**config.mk**
```make
export PLATFORM = sky130hd
export DESIGN_NAME = semi_mt_bitmap_two_touch_flat
export DESIGN_NICKNAME = d
export VERILOG_FILES = /design/src/hw/rtl/semt_pkg.sv /design/src/hw/rtl/semt_req_if.sv /design/src/hw/rtl/semt_rsp_if.sv /design/src/hw/rtl/semt_scan.sv /design/src/hw/rtl/semt_div.sv /design/src/hw/rtl/semi_mt_bitmap_two_touch.sv /design/src/flat_wrapper.sv
export SDC_FILE = /design/constraint.sdc
export NUM_CORES = 2
export LEC_CHECK = 0
export BUFFER_PORTS_ARGS = -buffer_cell sky130_fd_sc_hd__buf_4
export CAP_MARGIN = 20
export CORE_MARGIN = 2
export CORE_UTILIZATION = 55
export CTS_CLUSTER_DIAMETER = 200
export DETAILED_ROUTE_END_ITERATION = 16
export PLACE_DENSITY = 0.72
export SKIP_LAST_GASP = 1
export SYNTH_ARGS = -nofsm -noshare
export SYNTH_HDL_FRONTEND = slang
export SYNTH_SLANG_ARGS = --single-unit
```
**constraint.sdc**
```tcl
create_clock -name clock -period 11.8 [get_ports clock]
set_clock_uncertainty 0.15 [all_clocks]
set_input_delay 0.59 -clock clock [delete_from_list [all_inputs] [get_ports clock]]
set_output_delay 0.59 -clock clock [all_outputs]
set_load 0.02 [all_outputs]
```
**src/hw/rtl/semt_pkg.sv**
```systemverilog
// ----------------------------------------------------------------------------
// semt_pkg
// shared widths, register indexes and mode codes of the bitmap touch decoder
// ----------------------------------------------------------------------------
package semt_pkg;

   localparam int MAP_BITS_DEF = 32;
   localparam int MAP_W        = 32;
   localparam int COORD_W      = 16;
   localparam int CNT_W        = 6;
   localparam int MODE_W       = 2;
   localparam int FING_W       = 5;
   localparam int CORN_W       = 2;
   localparam int CSR_IDX_W    = 3;
   localparam int CSR_DATA_W   = 16;
   localparam int SQ_W         = 2 * COORD_W;

   typedef enum logic [CSR_IDX_W-1:0] {
      CSR_X_RANGE_MAX  = 3'd0,
      CSR_Y_RANGE_MAX  = 3'd1,
      CSR_X_SENSOR_CNT = 3'd2,
      CSR_Y_SENSOR_CNT = 3'd3,
      CSR_MIRROR_MODE  = 3'd4
   } csr_idx_type;

   localparam logic [MODE_W-1:0] MIRROR_NONE = 2'd0;
   localparam logic [MODE_W-1:0] MIRROR_Y    = 2'd1;
   localparam logic [MODE_W-1:0] MIRROR_X    = 2'd2;

   localparam logic [COORD_W-1:0] X_RANGE_RST = 16'd4095;
   localparam logic [COORD_W-1:0] Y_RANGE_RST = 16'd4095;
   localparam logic [CNT_W-1:0]   X_CNT_RST   = 6'd15;
   localparam logic [CNT_W-1:0]   Y_CNT_RST   = 6'd11;
   localparam logic [CNT_W-1:0]   CNT_MIN     = 6'd2;

endpackage

```
**src/hw/rtl/semt_req_if.sv**
```systemverilog
// ----------------------------------------------------------------------------
// semt_req_if
// input channel: two axis bitmaps, a restart flag and the first touch position
// ----------------------------------------------------------------------------
interface semt_req_if;
   import semt_pkg::*;

   logic               valid;
   logic               ready;
   logic [MAP_W-1:0]   x_bitmap;
   logic [MAP_W-1:0]   y_bitmap;
   logic [COORD_W-1:0] first_x;
   logic [COORD_W-1:0] first_y;
   logic               restart;

   modport source (output valid, x_bitmap, y_bitmap, first_x, first_y, restart,
                   input ready);
   modport sink   (input valid, x_bitmap, y_bitmap, first_x, first_y, restart,
                   output ready);
endinterface

```
**src/hw/rtl/semt_rsp_if.sv**
```systemverilog
// ----------------------------------------------------------------------------
// semt_rsp_if
// result channel: result flag, finger count and held second corner
// ----------------------------------------------------------------------------
interface semt_rsp_if;
   import semt_pkg::*;

   logic               valid;
   logic               ready;
   logic               valid_res;
   logic [FING_W-1:0]  finger_count;
   logic [COORD_W-1:0] second_x;
   logic [COORD_W-1:0] second_y;
   logic [CORN_W-1:0]  corner_index;

   modport source (output valid, valid_res, finger_count, second_x, second_y,
                   corner_index, input ready);
   modport sink   (input valid, valid_res, finger_count, second_x, second_y,
                   corner_index, output ready);
endinterface

```
**src/hw/rtl/semt_scan.sv**
```systemverilog
// ----------------------------------------------------------------------------
// semt_scan
// bit-serial run tracker for one axis: first run and last run
// ----------------------------------------------------------------------------
module semt_scan #(
   parameter int MAP_BITS = semt_pkg::MAP_BITS_DEF
) (
   input  logic                          clock,
   input  logic                          clear,
   input  logic                          shift,
   input  logic                          bit_in,
   input  logic [$clog2(MAP_BITS)-1:0]   pos,
   output logic [$clog2(MAP_BITS/2+1)-1:0] runs,
   output logic [$clog2(MAP_BITS)-1:0]   lo_start,
   output logic [$clog2(MAP_BITS+1)-1:0] lo_len,
   output logic [$clog2(MAP_BITS)-1:0]   hi_start,
   output logic [$clog2(MAP_BITS+1)-1:0] hi_len
);
   localparam int IW = $clog2(MAP_BITS);
   localparam int LW = $clog2(MAP_BITS+1);
   localparam int RW = $clog2(MAP_BITS/2+1);

   logic          prev_ff, prev_in;
   logic [RW-1:0] runs_ff, runs_in;
   logic [IW-1:0] los_ff, los_in, his_ff, his_in;
   logic [LW-1:0] lol_ff, lol_in, hil_ff, hil_in;
   logic [LW-1:0] half;

   always_comb begin
      prev_in = prev_ff;
      runs_in = runs_ff;
      los_in  = los_ff;
      lol_in  = lol_ff;
      his_in  = his_ff;
      hil_in  = hil_ff;
      if (clear) begin
         prev_in = 1'b0;
         runs_in = '0;
         los_in  = '0;
         lol_in  = '0;
         his_in  = '0;
         hil_in  = '0;
      end else if (shift) begin
         prev_in = bit_in;
         if (bit_in && !prev_ff) begin
            runs_in = runs_ff + RW'(1);
            if (runs_ff == '0) begin
               los_in = pos;
               lol_in = LW'(1);
            end else begin
               his_in = pos;
               hil_in = LW'(1);
            end
         end else if (bit_in) begin
            if (runs_ff == RW'(1)) lol_in = lol_ff + LW'(1);
            else                   hil_in = hil_ff + LW'(1);
         end
      end
   end

   always_ff @(posedge clock) begin
      prev_ff <= prev_in;
      runs_ff <= runs_in;
      los_ff  <= los_in;
      lol_ff  <= lol_in;
      his_ff  <= his_in;
      hil_ff  <= hil_in;
   end

   // a lone run is split into a low and a high half
   assign half     = lol_ff >> 1;
   assign runs     = runs_ff;
   assign lo_start = los_ff;
   assign lo_len   = (runs_ff == RW'(1)) ? lol_ff - half : lol_ff;
   assign hi_start = (runs_ff == RW'(1)) ? los_ff + IW'(half) : his_ff;
   assign hi_len   = (runs_ff == RW'(1)) ? ((half > LW'(1)) ? half : LW'(1)) : hil_ff;

endmodule

```
**src/hw/rtl/semt_div.sv**
```systemverilog
// ----------------------------------------------------------------------------
// semt_div
// restoring divider, one quotient bit per cycle
// ----------------------------------------------------------------------------
module semt_div #(
   parameter int DVD_W = 23,
   parameter int DVS_W = 7
) (
   input  logic             clock,
   input  logic             reset,
   input  logic             start,
   input  logic [DVD_W-1:0] dividend,
   input  logic [DVS_W-1:0] divisor,
   output logic             done,
   output logic [DVD_W-1:0] quotient
);
   localparam int CW = $clog2(DVD_W+1);

   logic             busy_ff, busy_in, done_ff, done_in;
   logic [CW-1:0]    cnt_ff, cnt_in;
   logic [DVS_W-1:0] dvs_ff, dvs_in, rem_ff, rem_in;
   logic [DVD_W-1:0] quo_ff, quo_in;
   logic [DVS_W:0]   sh, diff;
   logic             ge;

   assign sh   = {rem_ff, quo_ff[DVD_W-1]};
   assign ge   = sh >= {1'b0, dvs_ff};
   assign diff = sh - {1'b0, dvs_ff};

   always_comb begin
      busy_in = busy_ff;
      done_in = 1'b0;
      cnt_in  = cnt_ff;
      dvs_in  = dvs_ff;
      rem_in  = rem_ff;
      quo_in  = quo_ff;
      if (start) begin
         busy_in = 1'b1;
         cnt_in  = CW'(DVD_W - 1);
         dvs_in  = divisor;
         rem_in  = '0;
         quo_in  = dividend;
      end else if (busy_ff) begin
         rem_in = ge ? diff[DVS_W-1:0] : sh[DVS_W-1:0];
         quo_in = {quo_ff[DVD_W-2:0], ge};
         cnt_in = cnt_ff - CW'(1);
         if (cnt_ff == '0) begin
            busy_in = 1'b0;
            done_in = 1'b1;
         end
      end
   end

   always_ff @(posedge clock) begin
      if (reset) begin
         busy_ff <= 1'b0;
         done_ff <= 1'b0;
      end else begin
         busy_ff <= busy_in;
         done_ff <= done_in;
      end
      cnt_ff <= cnt_in;
      dvs_ff <= dvs_in;
      rem_ff <= rem_in;
      quo_ff <= quo_in;
   end

   assign done     = done_ff;
   assign quotient = quo_ff;

endmodule

```
**src/hw/rtl/semi_mt_bitmap_two_touch.sv**
```systemverilog
// ----------------------------------------------------------------------------
// semi_mt_bitmap_two_touch
// sequence: scan of both bitmaps, four scalings (multiply, divider start,
//   quotient bits, done), corner search, load; the corner search is skipped
//   while a corner is held
// throughput: one item at a time, next beat taken the cycle after the load
// an empty bitmap on either axis skips the scan and goes straight to the load
// reset: registers to their documented values, no corner held
// ----------------------------------------------------------------------------
module semi_mt_bitmap_two_touch #(
   parameter int MAP_BITS = semt_pkg::MAP_BITS_DEF
) (
   input  logic                               clock,
   input  logic                               reset,
   semt_req_if.sink                           req,
   semt_rsp_if.source                         rsp,
   input  logic                               csr_we,
   input  logic [semt_pkg::CSR_IDX_W-1:0]     csr_idx,
   input  logic [semt_pkg::CSR_DATA_W-1:0]    csr_wdata
);
   import semt_pkg::*;

   localparam int IW    = $clog2(MAP_BITS);
   localparam int LW    = $clog2(MAP_BITS+1);
   localparam int RW    = $clog2(MAP_BITS/2+1);
   localparam int NW    = LW + 1;
   localparam int DW    = COORD_W + NW;
   localparam int DEN_W = CNT_W + 1;

   typedef enum logic [7:0] {
      S_IDLE = 8'b00000001,
      S_SCAN = 8'b00000010,
      S_MUL  = 8'b00000100,
      S_DIV  = 8'b00001000,
      S_SQX  = 8'b00010000,
      S_SQY  = 8'b00100000,
      S_CMP  = 8'b01000000,
      S_LOAD = 8'b10000000
   } state_type;

   state_type state_ff, state_in;

   logic [COORD_W-1:0] xmax_ff, ymax_ff;
   logic [CNT_W-1:0]   xcnt_ff, ycnt_ff;
   logic [MODE_W-1:0]  mode_ff;

   logic [MAP_BITS-1:0] xsh_ff, xsh_in, ysh_ff, ysh_in;
   logic [IW-1:0]       pos_ff, pos_in;
   logic [COORD_W-1:0]  fx_ff, fx_in, fy_ff, fy_in;
   logic                empty_ff, empty_in;
   logic                held_vld_ff, held_vld_in;
   logic [CORN_W-1:0]   held_idx_ff, held_idx_in;
   logic [1:0]          sel_ff, sel_in;
   logic [CORN_W-1:0]   ci_ff, ci_in, bidx_ff, bidx_in;
   logic [SQ_W:0]       best_ff, best_in;
   logic [SQ_W-1:0]     sqx_ff, sqx_in, sqy_ff, sqy_in;
   logic [DW-1:0]       num_ff, num_in;
   logic [DEN_W-1:0]    den_ff, den_in;
   logic                go_ff, go_in;
   logic [COORD_W-1:0]  cxl_ff, cxh_ff, cyl_ff, cyh_ff;
   logic [COORD_W-1:0]  cxl_in, cxh_in, cyl_in, cyh_in;

   logic               rsp_vld_ff, rsp_vld_in;
   logic               ores_ff, ores_in;
   logic [FING_W-1:0]  ofing_ff, ofing_in;
   logic [COORD_W-1:0] ox_ff, ox_in, oy_ff, oy_in;
   logic [CORN_W-1:0]  oidx_ff, oidx_in;

   logic [MAP_BITS-1:0] xm, ym;
   logic                scan_clr, scan_sh;
   logic [RW-1:0]       xruns, yruns;
   logic [IW-1:0]       xls, xhs, yls, yhs;
   logic [LW-1:0]       xll, xhl, yll, yhl;

   logic [COORD_W-1:0] mul_a, mul_b;
   logic [SQ_W-1:0]    prod;
   logic [IW-1:0]      k_start;
   logic [LW-1:0]      k_len;
   logic [NW-1:0]      k_val;
   logic [CNT_W-1:0]   cnt_sel, cnt_clamp;
   logic [COORD_W-1:0] max_sel;
   logic               div_done;
   logic [DW-1:0]      quo;
   logic [COORD_W-1:0] sat_v, mir_v;
   logic [COORD_W-1:0] ccx, ccy, adx, ady;
   logic [SQ_W:0]      sq_sum;
   logic [RW-1:0]      fing_max;
   logic [CORN_W-1:0]  pick;

   // ---------------------------------------------------------------- csr
   always_ff @(posedge clock) begin
      if (reset) begin
         xmax_ff <= X_RANGE_RST;
         ymax_ff <= Y_RANGE_RST;
         xcnt_ff <= X_CNT_RST;
         ycnt_ff <= Y_CNT_RST;
         mode_ff <= MIRROR_NONE;
      end else if (csr_we) begin
         case (csr_idx)
            CSR_X_RANGE_MAX:  xmax_ff <= csr_wdata;
            CSR_Y_RANGE_MAX:  ymax_ff <= csr_wdata;
            CSR_X_SENSOR_CNT: xcnt_ff <= csr_wdata[CNT_W-1:0];
            CSR_Y_SENSOR_CNT: ycnt_ff <= csr_wdata[CNT_W-1:0];
            CSR_MIRROR_MODE:  mode_ff <= csr_wdata[MODE_W-1:0];
            default: ;
         endcase
      end
   end

   // ---------------------------------------------------------------- units
   semt_scan #(.MAP_BITS(MAP_BITS)) u_scan_x (
      .clock, .clear(scan_clr), .shift(scan_sh), .bit_in(xsh_ff[0]), .pos(pos_ff),
      .runs(xruns), .lo_start(xls), .lo_len(xll), .hi_start(xhs), .hi_len(xhl)
   );

   semt_scan #(.MAP_BITS(MAP_BITS)) u_scan_y (
      .clock, .clear(scan_clr), .shift(scan_sh), .bit_in(ysh_ff[0]), .pos(pos_ff),
      .runs(yruns), .lo_start(yls), .lo_len(yll), .hi_start(yhs), .hi_len(yhl)
   );

   semt_div #(.DVD_W(DW), .DVS_W(DEN_W)) u_div (
      .clock, .reset, .start(go_ff), .dividend(num_ff), .divisor(den_ff),
      .done(div_done), .quotient(quo)
   );

   // shared multiplier: scale numerator, then squared distances
   assign prod = mul_a * mul_b;

   assign xm = req.x_bitmap[MAP_BITS-1:0];
   assign ym = req.y_bitmap[MAP_BITS-1:0];

   // sel: bit 1 picks the y axis, bit 0 the high point
   assign k_start   = sel_ff[0] ? (sel_ff[1] ? yhs : xhs) : (sel_ff[1] ? yls : xls);
   assign k_len     = sel_ff[0] ? (sel_ff[1] ? yhl : xhl) : (sel_ff[1] ? yll : xll);
   assign k_val     = {k_start, 1'b0} + NW'(k_len) - NW'(1);
   assign cnt_sel   = sel_ff[1] ? ycnt_ff : xcnt_ff;
   assign cnt_clamp = (cnt_sel < CNT_MIN) ? CNT_MIN : cnt_sel;
   assign max_sel   = sel_ff[1] ? ymax_ff : xmax_ff;

   assign sat_v = (quo > DW'(max_sel)) ? max_sel : quo[COORD_W-1:0];
   assign mir_v = ((sel_ff[1] && mode_ff == MIRROR_Y) || (!sel_ff[1] && mode_ff == MIRROR_X))
                  ? max_sel - sat_v : sat_v;

   // corner 0 top-left, 1 top-right, 2 bottom-right, 3 bottom-left
   assign ccx    = (ci_ff == 2'd0 || ci_ff == 2'd3) ? cxl_ff : cxh_ff;
   assign ccy    = (ci_ff == 2'd0 || ci_ff == 2'd1) ? cyl_ff : cyh_ff;
   assign adx    = (fx_ff >= ccx) ? fx_ff - ccx : ccx - fx_ff;
   assign ady    = (fy_ff >= ccy) ? fy_ff - ccy : ccy - fy_ff;
   assign sq_sum = {1'b0, sqx_ff} + {1'b0, sqy_ff};

   assign fing_max = (xruns > yruns) ? xruns : yruns;
   assign pick     = (ci_ff == '0 || sq_sum < best_ff) ? ci_ff : bidx_ff;

   always_comb begin
      mul_a = xmax_ff;
      mul_b = '0;
      case (state_ff)
         S_MUL: begin
            mul_a = max_sel;
            mul_b = COORD_W'(k_val);
         end
         S_SQX: begin
            mul_a = adx;
            mul_b = adx;
         end
         S_SQY: begin
            mul_a = ady;
            mul_b = ady;
         end
         default: ;
      endcase
   end

   // ---------------------------------------------------------------- sequencer
   always_comb begin
      state_in    = state_ff;
      xsh_in      = xsh_ff;
      ysh_in      = ysh_ff;
      pos_in      = pos_ff;
      fx_in       = fx_ff;
      fy_in       = fy_ff;
      empty_in    = empty_ff;
      held_vld_in = held_vld_ff;
      held_idx_in = held_idx_ff;
      sel_in      = sel_ff;
      ci_in       = ci_ff;
      bidx_in     = bidx_ff;
      best_in     = best_ff;
      sqx_in      = sqx_ff;
      sqy_in      = sqy_ff;
      num_in      = num_ff;
      den_in      = den_ff;
      go_in       = 1'b0;
      cxl_in      = cxl_ff;
      cxh_in      = cxh_ff;
      cyl_in      = cyl_ff;
      cyh_in      = cyh_ff;
      rsp_vld_in  = rsp_vld_ff;
      ores_in     = ores_ff;
      ofing_in    = ofing_ff;
      ox_in       = ox_ff;
      oy_in       = oy_ff;
      oidx_in     = oidx_ff;
      scan_clr    = 1'b0;
      scan_sh     = 1'b0;

      if (rsp_vld_ff && rsp.ready) rsp_vld_in = 1'b0;

      case (state_ff)
         S_IDLE: begin
            if (req.valid) begin
               fx_in  = req.first_x;
               fy_in  = req.first_y;
               xsh_in = xm;
               ysh_in = ym;
               pos_in = '0;
               scan_clr = 1'b1;
               if (req.restart) held_vld_in = 1'b0;
               if (xm == '0 || ym == '0) begin
                  empty_in = 1'b1;
                  state_in = S_LOAD;
               end else begin
                  empty_in = 1'b0;
                  state_in = S_SCAN;
               end
            end
         end
         S_SCAN: begin
            scan_sh = 1'b1;
            xsh_in  = xsh_ff >> 1;
            ysh_in  = ysh_ff >> 1;
            pos_in  = pos_ff + IW'(1);
            if (pos_ff == IW'(MAP_BITS - 1)) begin
               sel_in   = '0;
               state_in = S_MUL;
            end
         end
         S_MUL: begin
            num_in   = prod[DW-1:0];
            den_in   = {cnt_clamp - CNT_W'(1), 1'b0};
            go_in    = 1'b1;
            state_in = S_DIV;
         end
         S_DIV: begin
            if (div_done) begin
               case (sel_ff)
                  2'd0:    cxl_in = mir_v;
                  2'd1:    cxh_in = mir_v;
                  2'd2:    cyl_in = mir_v;
                  default: cyh_in = mir_v;
               endcase
               sel_in = sel_ff + 2'd1;
               if (sel_ff == 2'd3) begin
                  ci_in    = '0;
                  state_in = held_vld_ff ? S_LOAD : S_SQX;
               end else begin
                  state_in = S_MUL;
               end
            end
         end
         S_SQX: begin
            sqx_in   = prod;
            state_in = S_SQY;
         end
         S_SQY: begin
            sqy_in   = prod;
            state_in = S_CMP;
         end
         S_CMP: begin
            bidx_in = pick;
            if (ci_ff == '0 || sq_sum < best_ff) best_in = sq_sum;
            ci_in = ci_ff + CORN_W'(1);
            if (ci_ff == 2'd3) begin
               // hold the corner opposite the nearest one
               held_vld_in = 1'b1;
               held_idx_in = pick + CORN_W'(2);
               state_in    = S_LOAD;
            end else begin
               state_in = S_SQX;
            end
         end
         S_LOAD: begin
            // wait here while the previous result beat is still pending
            if (!rsp_vld_ff || rsp.ready) begin
               rsp_vld_in = 1'b1;
               if (empty_ff) begin
                  ores_in  = 1'b0;
                  ofing_in = '0;
                  ox_in    = '0;
                  oy_in    = '0;
                  oidx_in  = '0;
               end else begin
                  ores_in  = 1'b1;
                  ofing_in = FING_W'(fing_max);
                  ox_in    = (held_idx_ff == 2'd0 || held_idx_ff == 2'd3) ? cxl_ff : cxh_ff;
                  oy_in    = (held_idx_ff == 2'd0 || held_idx_ff == 2'd1) ? cyl_ff : cyh_ff;
                  oidx_in  = held_idx_ff;
               end
               state_in = S_IDLE;
            end
         end
         default: state_in = S_IDLE;
      endcase
   end

   always_ff @(posedge clock) begin
      if (reset) begin
         state_ff    <= S_IDLE;
         held_vld_ff <= 1'b0;
         go_ff       <= 1'b0;
         rsp_vld_ff  <= 1'b0;
      end else begin
         state_ff    <= state_in;
         held_vld_ff <= held_vld_in;
         go_ff       <= go_in;
         rsp_vld_ff  <= rsp_vld_in;
      end
      held_idx_ff <= held_idx_in;
      empty_ff    <= empty_in;
      xsh_ff      <= xsh_in;
      ysh_ff      <= ysh_in;
      pos_ff      <= pos_in;
      fx_ff       <= fx_in;
      fy_ff       <= fy_in;
      sel_ff      <= sel_in;
      ci_ff       <= ci_in;
      bidx_ff     <= bidx_in;
      best_ff     <= best_in;
      sqx_ff      <= sqx_in;
      sqy_ff      <= sqy_in;
      num_ff      <= num_in;
      den_ff      <= den_in;
      cxl_ff      <= cxl_in;
      cxh_ff      <= cxh_in;
      cyl_ff      <= cyl_in;
      cyh_ff      <= cyh_in;
      ores_ff     <= ores_in;
      ofing_ff    <= ofing_in;
      ox_ff       <= ox_in;
      oy_ff       <= oy_in;
      oidx_ff     <= oidx_in;
   end

   assign req.ready        = (state_ff == S_IDLE);
   assign rsp.valid        = rsp_vld_ff;
   assign rsp.valid_res    = ores_ff;
   assign rsp.finger_count = ofing_ff;
   assign rsp.second_x     = ox_ff;
   assign rsp.second_y     = oy_ff;
   assign rsp.corner_index = oidx_ff;

endmodule

```
**src/flat_wrapper.sv**
```systemverilog
// flat-port wrapper written by rule: the top's interface ports become plain ports
module semi_mt_bitmap_two_touch_flat import semt_pkg::*;
#(
   parameter int MAP_BITS = semt_pkg::MAP_BITS_DEF
)
  (clock, reset, csr_we, csr_idx, csr_wdata, req_valid, req_x_bitmap, req_y_bitmap, req_first_x, req_first_y, req_restart, req_ready, rsp_valid, rsp_valid_res, rsp_finger_count, rsp_second_x, rsp_second_y, rsp_corner_index, rsp_ready);
  semt_req_if req_i ();
  semt_rsp_if rsp_i ();
  input  logic clock;
  input  logic reset;
  input  logic csr_we;
  input  logic [semt_pkg::CSR_IDX_W-1:0] csr_idx;
  input  logic [semt_pkg::CSR_DATA_W-1:0] csr_wdata;
  input wire logic [$bits(req_i.valid)-1:0] req_valid;
  input wire logic [$bits(req_i.x_bitmap)-1:0] req_x_bitmap;
  input wire logic [$bits(req_i.y_bitmap)-1:0] req_y_bitmap;
  input wire logic [$bits(req_i.first_x)-1:0] req_first_x;
  input wire logic [$bits(req_i.first_y)-1:0] req_first_y;
  input wire logic [$bits(req_i.restart)-1:0] req_restart;
  output wire logic [$bits(req_i.ready)-1:0] req_ready;
  output wire logic [$bits(rsp_i.valid)-1:0] rsp_valid;
  output wire logic [$bits(rsp_i.valid_res)-1:0] rsp_valid_res;
  output wire logic [$bits(rsp_i.finger_count)-1:0] rsp_finger_count;
  output wire logic [$bits(rsp_i.second_x)-1:0] rsp_second_x;
  output wire logic [$bits(rsp_i.second_y)-1:0] rsp_second_y;
  output wire logic [$bits(rsp_i.corner_index)-1:0] rsp_corner_index;
  input wire logic [$bits(rsp_i.ready)-1:0] rsp_ready;
  assign req_i.valid = req_valid;
  assign req_i.x_bitmap = req_x_bitmap;
  assign req_i.y_bitmap = req_y_bitmap;
  assign req_i.first_x = req_first_x;
  assign req_i.first_y = req_first_y;
  assign req_i.restart = req_restart;
  assign req_ready = req_i.ready;
  assign rsp_valid = rsp_i.valid;
  assign rsp_valid_res = rsp_i.valid_res;
  assign rsp_finger_count = rsp_i.finger_count;
  assign rsp_second_x = rsp_i.second_x;
  assign rsp_second_y = rsp_i.second_y;
  assign rsp_corner_index = rsp_i.corner_index;
  assign rsp_i.ready = rsp_ready;
  semi_mt_bitmap_two_touch #(.MAP_BITS(MAP_BITS)) u_core (.clock(clock), .reset(reset), .req(req_i), .rsp(rsp_i), .csr_we(csr_we), .csr_idx(csr_idx), .csr_wdata(csr_wdata));
endmodule
```
==> results.cfg <==
[status]
status = finished, final reports clean

[route]
remaining_drc_errors = 0
drt_iter0_markers = 2546
postRouteAntennaNets = 0
wl_met3_um = 7690
via_count = 27992
route.met2.wl_um = 43500
dr.pass1.iters = 6
top_layer_used = met5
via_per_inst = 5.81
wl_met1_um = 41800
wirelength_um = 96000
wl_per_cell_um = 20.0

[final_layout]
drive_above_1_share = 0.129
area_growth_pct = 11.5
n_antenna_cell = 0
nets = 4560
postLayoutCellArea_sq_mm = 0.0414
final_cells = 4814
final_util = 0.618

[power]
p_sw_mw = 1.60
swShare = 0.313
ir_worst_vdd_v = 0.000105
combPwrFrac = 0.235
total_power_mw = 5.11
clockPowerShare = 0.336
internal-power_mw = 3.51
leakage_nw = 18.1
powerDensity_mw_per_mm2 = 123
pwr-share-seq = 0.429

[critical_path]
critPathCapture = u_core.sqx_ff[28]$_DFFE_PP_
critPathLaunch = u_core.ci_ff[0]$_SDFFCE_PN0P_
r2r-end = u_core.sqx_ff[28]$_DFFE_PP_
r2r_slack_ps = 720
crit_top_cell = fa_1
startpoint_type = register
worst_path_largest_cell_delay_ps = 770
critPathMaxFanout = 16
crit_type = reg -> reg
required_ps = 11970
arrival_ps = 11250
r2r_start = u_core.ci_ff[0]$_SDFFCE_PN0P_
reg2reg_depth = 34
crit_path_end_kind = register
cp_slowest_cell = a22oi_2

[clock_tree]
path_clk_slew_ps = 60
ctsResizeCount = 0
htree_levels = 2
clock_path_buffers = 3
cts.sinks = 496
clk_latency_ps = 630
root_buffer = clkbuf_16
cts_tree = built
cts_buffers = 54

[timing]
setup_ws_ps = 719
worst_pin_slew_ps = 1260
period_share = 0.939
tns_ps = 0
hold_viol = 0
rsz0062_at_grt = no
min_period_ps = 11080
fmax_ghz = 0.0902
holdWs_ps = 29.5
setup_viol = 0
slew_headroom = 0.150
drv_slew = 0

[grt]
grt_pass1_vias = 27501
grt_max_degree = 73
grt.total_usage = 0.276
antenna_found_initial = 4
grt_pass1_wl_um = 152000
grt_overflow = 0

[floorplanning]
boundaryPins = 163
die_x_um = 264
core_sq_mm = 0.0670
die_area_sq_mm = 0.0696
num_rows = 95
die_h_um = 264
start_util = 0.554

[placement]
place.gp.congestion = 0.974
port_buffers = 162
placed_cells = 4677
place_area_sq_mm = 0.0392
hpwl_um = 72600
pre_cts_slack_ps = 824

[worst_hold_path]
min_from = csr_wdata[7]
min_path_type = in -> reg

[synth]
ys.flop_type = edfxtp_1
yosys_warnings = 0
syn-num-nets = 4407
synth_area_sq_mm = 0.0371
synthDistinctLibCells = 90
yosys-top-cells-area = edfxtp_1 30%, ha_1 11%, fa_1 11%
synth_commonest_cells = 443 x inv_1, 396 x nand2_1, 369 x edfxtp_1
synth-seq-cells = 496
synth_cells = 3742
synth.top_cell.area_share = 0.298
async_flop_share = 0
yosysMostFrequentCell = inv_1
yosysTopAreaCell = edfxtp_1
synth_area_per_cell_sq_um = 9.92
synth_edf_count = 369
yosysSeqAreaShare = 0.367

[flow_run]
cap_violations = 0
[flip-flops by register name, summed over array words and instances, names as in the netlist, 7 cells and up]
register	cells
u_core.best_ff	33
u_core.cxh_ff	16
u_core.cxl_ff	16
u_core.cyh_ff	16
u_core.cyl_ff	16
u_core.fx_ff	16
u_core.fy_ff	16
u_core.num_ff	23
u_core.rsp.second_x	16
u_core.rsp.second_y	16
u_core.sqx_ff	32
u_core.sqy_ff	32
u_core.state_ff	8
u_core.u_div.quotient	23
u_core.u_div.rem_ff	7
u_core.xmax_ff	16
u_core.xsh_ff	32
u_core.ymax_ff	16
u_core.ysh_ff	32
[metal layers]
metal  global-route usage  vias to the layer above
met5                    0                        -
met4               0.0849                        2
met3               0.0528                      201
met2                0.442                     1006
met1                0.382                    13534
li1                     -                    13249
[power by group through the flow]
stage / Combinational (mW) / Sequential [mW] / Clock (mW)
4_1_cts: 1.19 / 2.19 / 1.75
3_5_place_dp: 1.17 / 2.23 / 0
2_1_floorplan: 0.839 / 2.19 / 0
6_report: 1.20 / 2.19 / 1.72
3_3_place_gp: 1.17 / 2.22 / 0
5_1_grt: 1.32 / 2.21 / 1.81
[cells in the final DEF, fill, tap and decap left out, drive strengths merged, types with 65 or more instances in the layout]
master | netlist | final
edfxtp | 369 | 369
mux2 | 65 | 65
nand2 | 397 | 397
xnor2 | 88 | 88
dfxtp | 127 | 127
a21o | 107 | 107
a21oi | 211 | 211
fa | 206 | 206
o21ai | 108 | 108
mux2i | 102 | 102
clkbuf | 97 | 70
buf | 50 | 212
inv | 444 | 446
ha | 338 | 338
nor2 | 319 | 319
[critical path: cells and delay by family, from the launching register on]
family	cells	cell delay (ps)
muxes	2	650
AOI/OAI and AO/OA	9	2710
adders and majority gates	9	3960
DFF	1	470
and+or+nand+nor	7	1600
xor gates and xnor gates	1	140
buffers and inverters	6	1070
[cell families (layout without fill, tap and decap cells)]
group | after synthesis | count (layout) | share of synthesized area
fa+ha+maj | 544 | 544 | 0.225
mux | 173 | 173 | 0.0509
xor+xnor | 132 | 132 | 0.0311
simple gates | 1092 | 1092 | 0.135
buf+inv | 593 | 792 | 0.0618
flops | 496 | 496 | 0.367
compound gates | 712 | 712 | 0.129
[final cells by class]
cell class | instances | area [sq um]
clock inverter | 32 | 324
sequential | 496 | 13600
clock buffer | 70 | 1500
fill | 5603 | 25600
timing repair buffer | 244 | 1930
multi-input combinational | 2653 | 21300
tap | 873 | 1090
inverter | 446 | 1670
[worst min-delay path by stage]
stage / slack, ps / end / cells after the start
after floorplan: 250 / u_core.u_div.dvs_ff[1]$_DFFE_PP_ / 0
after global placement: 250 / u_core.u_div.dvs_ff[4]$_DFFE_PP_ / 0
after detailed placement: 250 / u_core.u_div.dvs_ff[2]$_DFFE_PP_ / 0
after CTS: 0.3 / u_core.ymax_ff[9]$_SDFFE_PP1P_ / 2
after global routing: 10 / u_core.ymax_ff[9]$_SDFFE_PP1P_ / 2
final: 30 / u_core.ymax_ff[7]$_SDFFE_PP1P_ / 2
[timing repair]
action,in CTS,in global routing
hold endpoints to repair,32,0
setup buffers,0,0
hold buffers,32,0
Power figures use the tool's default switching activity.
